File: src/rtl/core/xcr_pkg.sv
`default_nettype none
package xcr_pkg;
    localparam logic [2:0] CMD_START = 3'd0;
    localparam logic [2:0] CMD_BYTE  = 3'd1;
    localparam logic [2:0] CMD_TICK  = 3'd2;
    localparam logic [2:0] CMD_FLASH = 3'd3;
    localparam logic [2:0] CMD_READ  = 3'd4;

    localparam logic [7:0] CH_SOH = 8'h01;
    localparam logic [7:0] CH_STX = 8'h02;
    localparam logic [7:0] CH_EOT = 8'h04;
    localparam logic [7:0] CH_ACK = 8'h06;
    localparam logic [7:0] CH_NAK = 8'h15;
    localparam logic [7:0] CH_CAN = 8'h18;
    localparam logic [7:0] CH_C   = 8'h43;

    localparam logic [1:0] REG_TIMEOUT = 2'd0;
    localparam logic [1:0] REG_RETRY   = 2'd1;
    localparam logic [1:0] REG_LIMIT   = 2'd2;

    localparam logic [15:0] CRC_POLY = 16'h1021;

    typedef struct packed {
        logic        reply_valid;
        logic [7:0]  reply_byte;
        logic        commit_valid;
        logic [23:0] commit_offset;
        logic [10:0] commit_length;
        logic        erase_first;
        logic [2:0]  status;
    } xcr_result_t;

    // bytewise CRC-16, MSB first
    function automatic logic [15:0] crc_byte(input logic [15:0] crc, input logic [7:0] b);
        logic [15:0] c;
        c = crc ^ {b, 8'h00};
        for (int k = 0; k < 8; k++) begin
            c = c[15] ? ((c << 1) ^ CRC_POLY) : (c << 1);
        end
        return c;
    endfunction
endpackage
`default_nettype wire

File: src/rtl/core/xcr_ctrl.sv
`default_nettype none
module xcr_ctrl #(
    parameter int BUFFER_BYTES = 1024,
    parameter int SECTOR_BYTES = 4096
) (
    input  wire logic                         aclk,
    input  wire logic                         aresetn,
    input  wire logic                         go,
    input  wire logic [2:0]                   command,
    input  wire logic [7:0]                   rx_byte,
    input  wire logic                         flash_ok,
    input  wire logic [15:0]                  cfg_timeout,
    input  wire logic [3:0]                   cfg_retry,
    input  wire logic [24:0]                  cfg_limit,
    output      logic                         emit,
    output      xcr_pkg::xcr_result_t         result,
    output      logic                         buf_we,
    output      logic [$clog2(BUFFER_BYTES)-1:0] buf_addr
);
    import xcr_pkg::*;

    localparam int AW = $clog2(BUFFER_BYTES);
    localparam int SW = $clog2(SECTOR_BYTES);

    localparam logic [3:0] PH_IDLE = 4'd0, PH_LEAD = 4'd1, PH_SEQ = 4'd2,
        PH_INV = 4'd3, PH_DATA = 4'd4, PH_CRCH = 4'd5, PH_CRCL = 4'd6,
        PH_FLASH = 4'd7, PH_DONE = 4'd8, PH_CANCEL = 4'd9, PH_RXFAIL = 4'd10,
        PH_SEQERR = 4'd11, PH_RANGE = 4'd12, PH_FLERR = 4'd13;

    logic [3:0]  phase_reg, phase_next;
    logic [7:0]  exp_reg, exp_next;
    logic [24:0] written_reg, written_next;
    logic [3:0]  retry_reg, retry_next;
    logic [15:0] wait_reg, wait_next;
    logic [10:0] pos_reg, pos_next;
    logic        long_reg, long_next;
    logic [7:0]  fseq_reg, fseq_next;
    logic [7:0]  finv_reg, finv_next;
    logic [15:0] crc_reg, crc_next;
    logic [7:0]  scrc_reg, scrc_next;

    logic        rxphase;
    logic [10:0] flen;
    logic [15:0] wait_inc;
    logic [10:0] pos_inc;
    logic [25:0] sum_len;
    logic [2:0]  st_before, st_after;

    function automatic logic [2:0] status_of(input logic [3:0] ph);
        return (ph >= PH_DONE) ? 3'(ph - PH_DONE + 4'd1) : 3'd0;
    endfunction

    assign rxphase  = (phase_reg >= PH_LEAD) && (phase_reg <= PH_CRCL);
    assign flen     = long_reg ? 11'd1024 : 11'd128;
    assign wait_inc = (wait_reg == 16'hFFFF) ? wait_reg : wait_reg + 16'd1;
    assign pos_inc  = pos_reg + 11'd1;
    assign sum_len  = {1'b0, written_reg} + {15'd0, flen};
    assign buf_addr = pos_reg[AW-1:0];

    // step the protocol state for one request
    always_comb begin
        phase_next = phase_reg; exp_next = exp_reg; written_next = written_reg;
        retry_next = retry_reg; wait_next = wait_reg; pos_next = pos_reg;
        long_next = long_reg; fseq_next = fseq_reg; finv_next = finv_reg;
        crc_next = crc_reg; scrc_next = scrc_reg;
        result = '0;
        buf_we = 1'b0;
        if (go) begin
            if (command == CMD_START) begin
                exp_next = 8'd1; written_next = '0; retry_next = '0;
                phase_next = PH_LEAD; wait_next = '0;
                result.reply_valid = 1'b1; result.reply_byte = CH_C;
            end else if (command == CMD_BYTE && rxphase) begin
                unique case (phase_reg)
                    PH_LEAD: begin
                        wait_next = '0; retry_next = '0;
                        if (rx_byte == CH_EOT) begin
                            result.reply_valid = 1'b1; result.reply_byte = CH_ACK;
                            phase_next = PH_DONE;
                        end else if (rx_byte == CH_CAN) begin
                            phase_next = PH_CANCEL;
                        end else if (rx_byte == CH_SOH || rx_byte == CH_STX) begin
                            long_next = (rx_byte == CH_STX);
                            pos_next = '0; crc_next = '0; phase_next = PH_SEQ;
                        end else begin
                            result.reply_valid = 1'b1; result.reply_byte = CH_NAK;
                        end
                    end
                    PH_SEQ: begin
                        fseq_next = rx_byte; phase_next = PH_INV;
                    end
                    PH_INV: begin
                        finv_next = rx_byte; wait_next = '0; phase_next = PH_DATA;
                    end
                    PH_DATA: begin
                        buf_we = (pos_reg < 11'(BUFFER_BYTES));
                        crc_next = crc_byte(crc_reg, rx_byte);
                        pos_next = pos_inc;
                        if (pos_inc >= flen) begin
                            wait_next = '0; phase_next = PH_CRCH;
                        end
                    end
                    PH_CRCH: begin
                        scrc_next = rx_byte; phase_next = PH_CRCL;
                    end
                    default: begin
                        if (8'(fseq_reg + finv_reg) != 8'hFF
                                || {scrc_reg, rx_byte} != crc_reg) begin
                            result.reply_valid = 1'b1; result.reply_byte = CH_NAK;
                            phase_next = PH_LEAD; wait_next = '0;
                        end else if (fseq_reg == 8'(exp_reg - 8'd1)) begin
                            result.reply_valid = 1'b1; result.reply_byte = CH_ACK;
                            phase_next = PH_LEAD; wait_next = '0;
                        end else if (fseq_reg != exp_reg) begin
                            result.reply_valid = 1'b1; result.reply_byte = CH_CAN;
                            phase_next = PH_SEQERR;
                        end else if (sum_len > {1'b0, cfg_limit}) begin
                            result.reply_valid = 1'b1; result.reply_byte = CH_CAN;
                            phase_next = PH_RANGE;
                        end else begin
                            result.commit_valid = 1'b1;
                            result.commit_offset = written_reg[23:0];
                            result.commit_length = flen;
                            result.erase_first = (written_reg[SW-1:0] == '0);
                            phase_next = PH_FLASH;
                        end
                    end
                endcase
            end else if (command == CMD_TICK && rxphase) begin
                wait_next = wait_inc;
                if (wait_inc >= cfg_timeout) begin
                    result.reply_valid = 1'b1;
                    if (phase_reg == PH_LEAD) begin
                        if (retry_reg >= cfg_retry) begin
                            result.reply_byte = CH_CAN; phase_next = PH_RXFAIL;
                        end else begin
                            retry_next = retry_reg + 4'd1;
                            result.reply_byte = CH_C; wait_next = '0;
                        end
                    end else begin
                        result.reply_byte = CH_NAK;
                        phase_next = PH_LEAD; wait_next = '0;
                    end
                end
            end else if (command == CMD_FLASH && phase_reg == PH_FLASH) begin
                result.reply_valid = 1'b1;
                if (flash_ok) begin
                    written_next = sum_len[24:0];
                    exp_next = exp_reg + 8'd1;
                    result.reply_byte = CH_ACK;
                    phase_next = PH_LEAD; wait_next = '0;
                end else begin
                    result.reply_byte = CH_CAN; phase_next = PH_FLERR;
                end
            end
        end
        st_before = status_of(phase_reg);
        st_after  = status_of(phase_next);
        result.status = st_after;
        emit = go && (command == CMD_READ || result.reply_valid || result.commit_valid
            || (st_after != 3'd0 && st_after != st_before));
    end

    // hold state
    always_ff @(posedge aclk) begin
        if (!aresetn) begin
            phase_reg <= PH_IDLE; exp_reg <= 8'd1; written_reg <= '0;
            retry_reg <= '0; wait_reg <= '0; pos_reg <= '0; long_reg <= 1'b0;
            fseq_reg <= '0; finv_reg <= '0; crc_reg <= '0; scrc_reg <= '0;
        end else begin
            phase_reg <= phase_next; exp_reg <= exp_next; written_reg <= written_next;
            retry_reg <= retry_next; wait_reg <= wait_next; pos_reg <= pos_next;
            long_reg <= long_next; fseq_reg <= fseq_next; finv_reg <= finv_next;
            crc_reg <= crc_next; scrc_reg <= scrc_next;
        end
    end

    assert property (@(posedge aclk) disable iff (!aresetn)
        buf_we |-> phase_reg == PH_DATA) else $error("buffer write outside payload");
    assert property (@(posedge aclk) disable iff (!aresetn)
        result.commit_valid |-> phase_next == PH_FLASH) else $error("commit without flash wait");
    assert property (@(posedge aclk) disable iff (!aresetn)
        phase_reg == PH_DATA |-> pos_reg < flen) else $error("payload position overrun");
endmodule
`default_nettype wire

File: config.mk
export PLATFORM = sky130hd
export DESIGN_NAME = xcr_ctrl
export DESIGN_NICKNAME = d
export VERILOG_FILES = /design/src/rtl/core/xcr_pkg.sv /design/src/rtl/core/xcr_ctrl.sv
export SDC_FILE = /design/constraint.sdc
export NUM_CORES = 1
export LEC_CHECK = 0
export BUFFER_PORTS_ARGS = -buffer_cell sky130_fd_sc_hd__buf_2
export CAP_MARGIN = 30
export CORE_ASPECT_RATIO = 1.25
export CORE_MARGIN = 2
export CORE_UTILIZATION = 45
export CTS_CLUSTER_DIAMETER = 50
export CTS_CLUSTER_SIZE = 16
export DETAILED_ROUTE_END_ITERATION = 10
export PLACE_DENSITY = 0.67
export SLEW_MARGIN = 20
export SYNTH_ARGS = -nofsm -noshare
export SYNTH_HDL_FRONTEND = slang
export SYNTH_SLANG_ARGS = --single-unit
File: constraint.sdc
create_clock -name aclk -period 5.9 [get_ports aclk]
set_clock_uncertainty 0.2 [all_clocks]
set_input_delay 0.59 -clock aclk [delete_from_list [all_inputs] [get_ports aclk]]
set_output_delay 0.59 -clock aclk [all_outputs]
set_load 0.005 [all_outputs]
==> results of run 1 <==
-- through the flow --
stage | power [mW] | instance area, um2
CTS | 1.57 | 10100
detailed placement | 0.954 | 9590
floorplan | 0.885 | 8790
global route | 1.63 | 10400
global placement | 0.952 | 9590
finish | 1.58 | 10400
-- worst paths after layout --
check	start	to	slack, ns
setup / recovery	long_reg	emit	-0.13
hold / removal	wait_reg[12]	wait_reg[12]	0.29
setup reg to reg	wait_reg[7]	phase_reg[3]	1.65
hold reg to reg	wait_reg[12]	wait_reg[12]	0.29
-- layout make-up --
class | count | area, um2
inverter | 54 | 205
sequential | 102 | 2050
clock buffer | 9 | 225
tap | 232 | 290
clock inverter | 7 | 66.3
timing repair buffer | 171 | 1050
multi-input combinational | 898 | 6470
fill | 1846 | 8560
-- cell families (layout without fill, tap and decap cells) --
logic type,Yosys count,count (layout),synth area share [%]
other,1,18,0.0430
and+or+nand+nor,467,467,29.4
adders and majority gates,64,64,9.23
AOI/OAI and AO/OA,228,228,18.2
buffers and inverters,134,241,7.21
muxes,26,26,2.98
DFF,102,102,23.4
xor gates and xnor gates,95,95,9.53
-- report_power, final --
part	switching, mW	leakage, nW	total [mW]	internal [mW]
clock network	0.315	0.147	0.613	0.298
logic	0.161	3.59	0.264	0.102
registers	0.00935	0.825	0.699	0.690
total	0.485	4.56	1.58	1.09
-- cell usage after synthesis (6+ instances only) --
cell type	instances	area, um2
a21oi_1	54	270
xor2_1	50	438
and3_1	31	194
or3_1	10	62.6
inv_1	52	195
nand2_2	10	62.6
ha_1	62	776
dfxtp_1	102	2040
a211oi_1	9	67.6
a22oi_1	11	82.6
nor2_1	54	203
mux2i_1	26	260
a21o_1	7	52.6
buf_2	8	40.0
and2_1	24	150
nor3_1	48	240
nor4_1	10	62.6
nor2b_1	59	369
xnor2_1	45	394
nor3b_1	7	52.6
buf_4	29	218
clkbuf_1	41	154
a21boi_0	18	135
nand3_1	45	225
o211ai_1	8	60.1
nand4_1	30	188
nand2_1	90	338
nand2b_1	13	81.3
o21a_1	6	45.0
a21boi_2	10	113
or4_1	7	52.6
a31oi_1	10	62.6
o21ai_0	56	280
-- layer usage --
metal	track usage [%]	vias up	routed length [um]
met4	9.14	0	661
met3	2.24	47	978
met1	29.1	4006	10800
met5	0	-	0
li1	-	4168	-
met2	41.0	227	12100
-- worst register-to-register path, stage by stage, from the launching register on --
cell and delay [ns]:
dfxtp_2 0.34, and4_1 0.22, nand4_1 0.13, nor4_2 0.28, nand4_1 0.18, and2_4 0.20, nand3_1 0.11, xnor2_2 0.13
ha_1 0.26, a211oi_1 0.24, o21ai_1 0.12, a221oi_2 0.26, buf_4 0.17, o21ai_1 0.08, and2_4 0.18, buf_6 0.15
a31oi_1 0.42, o22ai_2 0.24, and2_1 0.22
-- what timing repair did --
item,4_1_cts,5_1_grt
gates resized for setup,43,38
setup endpoints to repair,2,2
setup buffers,7,7
pin swaps,20,27
==> reports/results.tsv, run 1 <==
stage	metric	value	unit
final_layout	diodes inserted	0	
final_layout	Finished Layout Cells	1473	
final_layout	leading cell type in the layout, fill and taps excluded	buf_2	
synth	sequential area share after synthesis	23.4	%
worst_setup_path	Arr. time, crit path	5.24	ns
worst_setup_path	CP max-delay cell	dfxtp_4	
final_layout	Layout area overhead	18.7	%
floorplanning	I/O Pins	121	
worst_setup_path	reg2reg path depth	18	
clock_network	H-tree levels	3	
worst_setup_path	critical path endpoint category	primary output	
timing	Fin Hold WS	0.293	ns
synth	number of enable flip-flop cells after synthesis	0	
timing	Slew Viols, Final	0	
drt	Total Wirelength	24.5	mm
drt	routed len/inst	16.6	um
job	max_cap viols	0	
timing	minimum clock period after layout	6.03	ns
timing	Slew @ Worst Pin	0.950	ns
worst_setup_path	Required @ worst endpoint	5.11	ns
hold_path	Worst Hold Depth	2	
hold_path	Hold Path Class	reg -> reg	
worst_setup_path	crit start category	flip-flop	
pwr	peak supply drop	163	uV
clock_network	CTS root buf	clkbuf_16	
clock_network	Clock Latency Late Sink	0.36	ns
floorplanning	die width	129	um
run_status	status	finished with violations	
floorplanning	full die area	20500	um2
floorplanning	Core ar.	18900	um2
timing	fmax	166	MHz
final_layout	Final Util	54.7	%
global_route	initial antenna violation count	0	
timing	final worst slack	-0.126	ns
final_layout	most frequent cells in the layout	buf_2 (101), dfxtp_1 (95), nand2_1 (90)	
worst_setup_path	Crit path depth	27	
pwr	Static Leakage	4.56	nW
floorplanning	# rows	56	
global_route	first-pass GRT wire length	39.3	mm
final_layout	Final #Nets	1359	
final_layout	proportion of layout cells with a drive suffix above 1	22.6	%
clock_network	Hold-fix buffers, CTS	0	
drt	DRT antenna net count	0	
synth	syn avg cell area	7.81	um2
worst_setup_path	Setup CP Type	reg -> out	
clock_network	CTS tree	yes	
floorplanning	Die Y	160	um
timing	Fin. Hold Viols	0	
clock_network	Max Buffers Root-to-Sink	2	
global_route	pin count of the biggest net entering global routing	67	
pwr	PwrDens	152	nW/um2
placement	dpl hpwl	18.2	mm
synth	Synth Warn #	0	
global_route	GRT Total Usage	23.3	%
placement	routability cong.	0.960	
synth	Netlist cell types	87	
drt	DR iter-0 viols	519	
clock_network	clock transition at the registers of the reported paths	0.08	ns
run_status	failing checks	setup timing	
timing	period utilization	102	%
clock_network	clk sinks	102	
timing	RSZ-0062 raised after global routing	yes	
placement	Port Buffers	102	
drt	Vias/cell	5.74	
timing	final setup vio count	1	
timing	setup_tns	-0.126	ns
placement	placed cells	1444	
drt	First-pass DRT Iterations	5	
global_route	vias in the first global route	8055	
worst_setup_path	CP peak stage delay	0.37	ns
synth	mapped cell area	8730	um2
floorplanning	Starting Density	46.1	%
placement	Setup WS pre-CTS	-0.0673	ns
worst_setup_path	Top delay family on crit path	compound AO/OA/AOI/OAI gates	
synth	Main synth FF type	dfxtp_1	
worst_setup_path	WP buf/inv	6	
clock_network	CTS Buf Count	9	
worst_setup_path	Max FO, Critical Path	3	
synth	Async S/R FF share, synth	0	%
timing	Max-Slew Margin vs Limit	36.2	%
drt	Via Count	8448	
final_layout	max FFs per register	18	
global_route	GR Overflow Total	0	
synth	Post-Syn Instances	1117	
synth	synthesized flop and latch total	102	
drt	detailed-route DRC error count	0	
No activity file was read; power rests on OpenSTA's default activity.
==> run 2: changes to the inputs <==
--- a/config.mk
+++ b/config.mk
@@ -11,3 +11,3 @@
 export CORE_MARGIN = 2
-export CORE_UTILIZATION = 45
+export CORE_UTILIZATION = 40
 export CTS_CLUSTER_DIAMETER = 50
@@ -15,3 +15,2 @@
 export DETAILED_ROUTE_END_ITERATION = 10
-export PLACE_DENSITY = 0.67
 export SLEW_MARGIN = 20
==> constraint.sdc (replaced) <==
create_clock -name aclk -period 5.9 [get_ports aclk]
set_clock_uncertainty 0.2 [all_clocks]
set_input_delay 0.295 -clock aclk [delete_from_list [all_inputs] [get_ports aclk]]
set_output_delay 0.295 -clock aclk [all_outputs]
set_load 0.005 [all_outputs]
==> reports/results.tsv, run 2 (synthesis results as in run 1) <==
stage	metric	value	unit
pwr	Switch Pwr	0.476	mW
final_layout	Finished Layout Cells	1501	
drt	First-pass DRT Iterations	5	
floorplanning	Die Y	169	um
placement	routability cong.	0.898	
floorplanning	I/O Pins	121	
timing	final setup vio count	0	
pwr	Seq pwr share	43.6	%
job	max_cap viols	0	
placement	dpl hpwl	18.7	mm
clock_network	Max Buffers Root-to-Sink	2	
global_route	vias in the first global route	7952	
worst_setup_path	CP peak stage delay	0.45	ns
floorplanning	# rows	60	
final_layout	most frequent cells in the layout	buf_2 (102), dfxtp_1 (97), nand2_1 (88)	
pwr	Static Leakage	4.46	nW
worst_setup_path	reg2reg path depth	18	
worst_setup_path	Required @ worst endpoint	5.41	ns
pwr	peak supply drop	140	uV
pwr	Comb power frac	16.8	%
final_layout	max FFs per register	18	
worst_setup_path	crit path cell chain	ha_4 > a41oi_2 > nor2b_1 > and3_4 > and3_4 > and3_4 > nand3_4 > xnor2_2 > ha_1 > nand3_4 > nor3_4 > o21ai_2 > a221oi_2 > nor3b_2 > nor3_2 > o221ai_4 > ha_4 > and3_4 > a41oi_2 > o311ai_2 > o31a_1 > o41ai_2 > a31oi_2 > buf_2	
clock_network	clk sinks	102	
hold_path	Worst Hold Depth	3	
drt	Total Wirelength	25.3	mm
floorplanning	full die area	23000	um2
floorplanning	Core ar.	21500	um2
floorplanning	Starting Density	40.6	%
clock_network	Clock Latency Late Sink	0.36	ns
worst_setup_path	Max FO, Critical Path	4	
worst_setup_path	Worst Setup SP	written_reg[7]	
global_route	GRT Total Usage	21.7	%
worst_setup_path	reg2reg end	phase_reg[3]	
worst_setup_path	critical path endpoint category	primary output	
placement	Port Buffers	102	
global_route	GR Overflow Total	0	
timing	setup_tns	0	ns
final_layout	proportion of layout cells with a drive suffix above 1	21.9	%
pwr	Sw Ratio	29.7	%
worst_setup_path	Top delay family on crit path	compound AO/OA/AOI/OAI gates	
worst_setup_path	setup slack, reg-to-reg	1.64	ns
clock_network	CTS root buf	clkbuf_16	
drt	routed len/inst	16.8	um
timing	fmax	170	MHz
timing	RSZ-0062 raised after global routing	yes	
final_layout	Layout area overhead	18.0	%
final_layout	Final Util	47.9	%
hold_path	Hold Path Class	in -> reg	
worst_setup_path	crit start category	flip-flop	
hold_path	Worst Hold Endpoint	scrc_reg[6]	
worst_setup_path	Setup CP Type	reg -> out	
clock_network	H-tree levels	3	
final_layout	leading cell type in the layout, fill and taps excluded	buf_2	
global_route	initial antenna violation count	1	
final_layout	Final #Nets	1340	
worst_setup_path	Arr. time, crit path	5.39	ns
placement	placed cells	1470	
hold_path	hold path startpoint	rx_byte[6]	
drt	Via Count	8332	
pwr	Internal Power	1.13	mW
timing	Max-Slew Margin vs Limit	36.4	%
worst_setup_path	Most Frequent Cell on Critical Path	and3_4	
pwr	Pwr Total	1.60	mW
worst_setup_path	CP max-delay cell	dfxtp_1	
pwr	clock network fraction of design power	39.5	%
pwr	PwrDens	156	nW/um2
run_status	status	finished clean	
floorplanning	die width	136	um
global_route	pin count of the biggest net entering global routing	61	
clock_network	CTS Buf Count	9	
drt	detailed-route DRC error count	0	
drt	Vias/cell	5.55	
clock_network	clock transition at the registers of the reported paths	0.08	ns
timing	Slew @ Worst Pin	0.951	ns
global_route	first-pass GRT wire length	40.4	mm
timing	period utilization	99.8	%
worst_setup_path	R2R Path Start	wait_reg[7]	
final_layout	diodes inserted	0	
worst_setup_path	WP buf/inv	1	
clock_network	Hold-fix buffers, CTS	0	
drt	DRT antenna net count	0	
timing	Slew Viols, Final	0	
drt	DR iter-0 viols	405	
timing	minimum clock period after layout	5.89	ns
timing	Fin. Hold Viols	0	
clock_network	CTS tree	yes	
-- run 2: cell types whose count changed in the layout (fill, tap and decap cells not counted), sizes merged --
cell	before	now
buf	171	152
bufinv	0	1
inv	57	56
clkinv	4	3
clkinvlp	0	1
-- run 2: per-layer routing --
metal / track usage [%] / up-vias / wire (um)
li1: - / 4139 / -
met1: 27.4 / 3890 / 10900
met2: 37.3 / 249 / 12200
met3: 2.48 / 52 / 1270
met4: 9.24 / 2 / 825
met5: 0 / - / 13
-- run 2: through the flow --
step           instance area (um2)  hold slack, ns  setup slack [ns]
2_1_floorplan                 8790           0.261             0.296
3_3_place_gp                  9490           0.279             0.270
3_5_place_dp                  9490           0.286             0.127
4_1_cts                       9880           0.109           0.00753
5_1_grt                      10300           0.132            -0.211
6_report                     10300           0.121            0.0125
-- run 2: power by group through the flow --
stage / Clock, mW / Sequential (mW) / Combinational [mW]
2_1_floorplan: 0 / 0.710 / 0.175
3_3_place_gp: 0 / 0.717 / 0.240
3_5_place_dp: 0 / 0.716 / 0.242
4_1_cts: 0.648 / 0.700 / 0.248
5_1_grt: 0.682 / 0.701 / 0.299
6_report: 0.634 / 0.700 / 0.270
-- run 2: repair_timing --
action,in CTS,in global routing
setup endpoints to repair,2,2
resized for setup,22,63
pin swaps,8,34
buffers inserted,1,14
-- run 2: cell type report --
cell class | instances | area (um2)
fillers | 2158 | 11200
multi-input cells | 898 | 6490
flip-flops and latches | 102 | 2050
repair buffers | 152 | 893
well taps | 279 | 349
clock buffers | 9 | 225
inverters | 54 | 205
clock inverters | 7 | 77.6
-- run 2: worst max path at each step --
stage,end,cells after the start,slack [ns]
5_1_grt,emit,24,-0.21
4_1_cts,emit,25,0.008
3_5_place_dp,emit,24,0.13
3_3_place_gp,emit,24,0.27
6_report,emit,24,0.01
2_1_floorplan,emit,24,0.30
-- run 2: worst reg2reg max path, delay by kind of cell, from the launching register on --
family	cells	cell delay [ns]
fa+ha+maj	1	0.33
buf+inv	2	0.33
compound gates	6	1.31
xor+xnor	1	0.08
flops	1	0.34
simple gates	8	1.57
==> run 3: changes to the inputs <==
Settings changed: CORE_MARGIN 2 to unset.
==> reports/results.tsv, run 3 (synthesis results as in run 1) <==
stage	metric	value	unit
run_status	status	finished clean	
clock_network	Max Buffers Root-to-Sink	2	
drt	DRT antenna net count	0	
pwr	PwrDens	159	nW/um2
drt	First-pass DRT Iterations	7	
final_layout	max FFs per register	18	
clock_network	CTS tree	yes	
final_layout	Register Area	2050	um2
job	max_cap viols	0	
timing	Fin. Hold Viols	0	
floorplanning	Starting Density	40.6	%
floorplanning	# rows	60	
worst_setup_path	Top delay family on crit path	compound AO/OA/AOI/OAI gates	
drt	Via Count	8322	
final_layout	Layout area overhead	17.1	%
drt	Vias/cell	5.56	
clock_network	CTS Buf Count	9	
floorplanning	full die area	22400	um2
worst_setup_path	critical path endpoint category	primary output	
timing	final worst slack	0.0422	ns
final_layout	Multi-input gate area	6430	um2
clock_network	clk sinks	102	
worst_setup_path	CP max-delay cell	dfxtp_1	
timing	period utilization	99.3	%
floorplanning	die width	134	um
timing	Slew @ Worst Pin	0.946	ns
final_layout	leading cell type in the layout, fill and taps excluded	buf_2	
timing	minimum clock period after layout	5.86	ns
final_layout	proportion of layout cells with a drive suffix above 1	20.9	%
worst_setup_path	Setup CP Type	reg -> out	
global_route	pin count of the biggest net entering global routing	77	
clock_network	Clock Latency Late Sink	0.37	ns
global_route	initial antenna violation count	0	
timing	final setup vio count	0	
clock_network	CTS root buf	clkbuf_16	
global_route	GRT Total Usage	21.9	%
placement	Setup WS pre-CTS	0.0498	ns
final_layout	Final #Nets	1337	
global_route	first-pass GRT wire length	39.6	mm
floorplanning	I/O Pins	121	
floorplanning	Die Y	167	um
clock_network	clock transition at the registers of the reported paths	0.08	ns
timing	RSZ-0062 raised after global routing	yes	
worst_setup_path	Max FO, Critical Path	4	
worst_setup_path	Arr. time, crit path	5.36	ns
pwr	Pwr Total	1.62	mW
drt	DR iter-0 viols	458	
floorplanning	Core ar.	21500	um2
global_route	vias in the first global route	7736	
global_route	GR Overflow Total	0	
pwr	peak supply drop	157	uV
timing	Max-Slew Margin vs Limit	36.7	%
final_layout	diodes inserted	0	
placement	Port Buffers	102	
drt	Total Wirelength	24.7	mm
drt	routed len/inst	16.5	um
placement	dpl hpwl	18.5	mm
drt	detailed-route DRC error count	0	
placement	routability cong.	0.909	
pwr	Static Leakage	4.46	nW
final_layout	most frequent cells in the layout	buf_2 (102), dfxtp_1 (98), nand2_1 (89)	
timing	Slew Viols, Final	0	
worst_setup_path	WP buf/inv	3	
worst_setup_path	crit start category	flip-flop	
timing	fmax	171	MHz
worst_setup_path	Required @ worst endpoint	5.41	ns
clock_network	H-tree levels	3	
hold_path	Hold Path Class	in -> reg	
timing	Fin Hold WS	0.113	ns
final_layout	FILL cells	2154	
worst_setup_path	CP peak stage delay	0.34	ns
-- run 3: routing by layer --
layer | GRT usage, % | wire (um) | vias to the layer above
met3 | 3.18 | 1260 | 37
met1 | 27.4 | 10600 | 3914
met2 | 38.1 | 12300 | 245
met4 | 7.72 | 517 | 0
met5 | 0 | 0 | -
li1 | - | - | 4126
-- run 3: area by class of cell --
type | instances | share of cell area (%)
Multi-Input combinational cell | 898 | 63.0
Sequential cell | 102 | 20.1
Timing Repair Buffer | 149 | 8.49
Tap cell | 279 | 3.42
Clock buffer | 10 | 2.34
Inverter | 54 | 1.98
Clock inverter | 6 | 0.759
-- run 3: where the power goes --
part	switching, mW	internal, mW
clock	0.306	0.350
sequential	0.00243	0.690
combinational	0.172	0.101
total	0.481	1.14
-- run 3: what timing repair did --
action,4_1_cts,5_1_grt
setup buffers,4,11
pin swaps,10,29
hold buffers,0,0
setup endpoints to repair,2,2
gates resized for setup,27,43
-- run 3: path summary, 6_finish.rpt --
check,from,cells after the start,slack [ns],to
worst max register to register,wait_reg[6],18,1.56,phase_reg[3]
worst min register to register,wait_reg[1],2,0.28,wait_reg[1]
worst max-delay path,wait_reg[6],25,0.04,emit
worst min-delay path,rx_byte[6],3,0.11,scrc_reg[6]
-- run 3: tightest hold or removal path, cell delays in order --
cell	delay, ns
buf_2	0.15
mux2i_1	0.13
nor2b_1	0.05
-- run 3: stage by stage --
step	TNS (ns)	area (um2)	instances	utilization, %
CTS	0	9920	1486	46.2
global placement	0	9460	1466	44.1
global route	-0.217	10200	1498	47.6
detailed placement	0	9460	1466	44.1
floorplan	0	8790	1134	-
finish	0	10200	1498	47.6
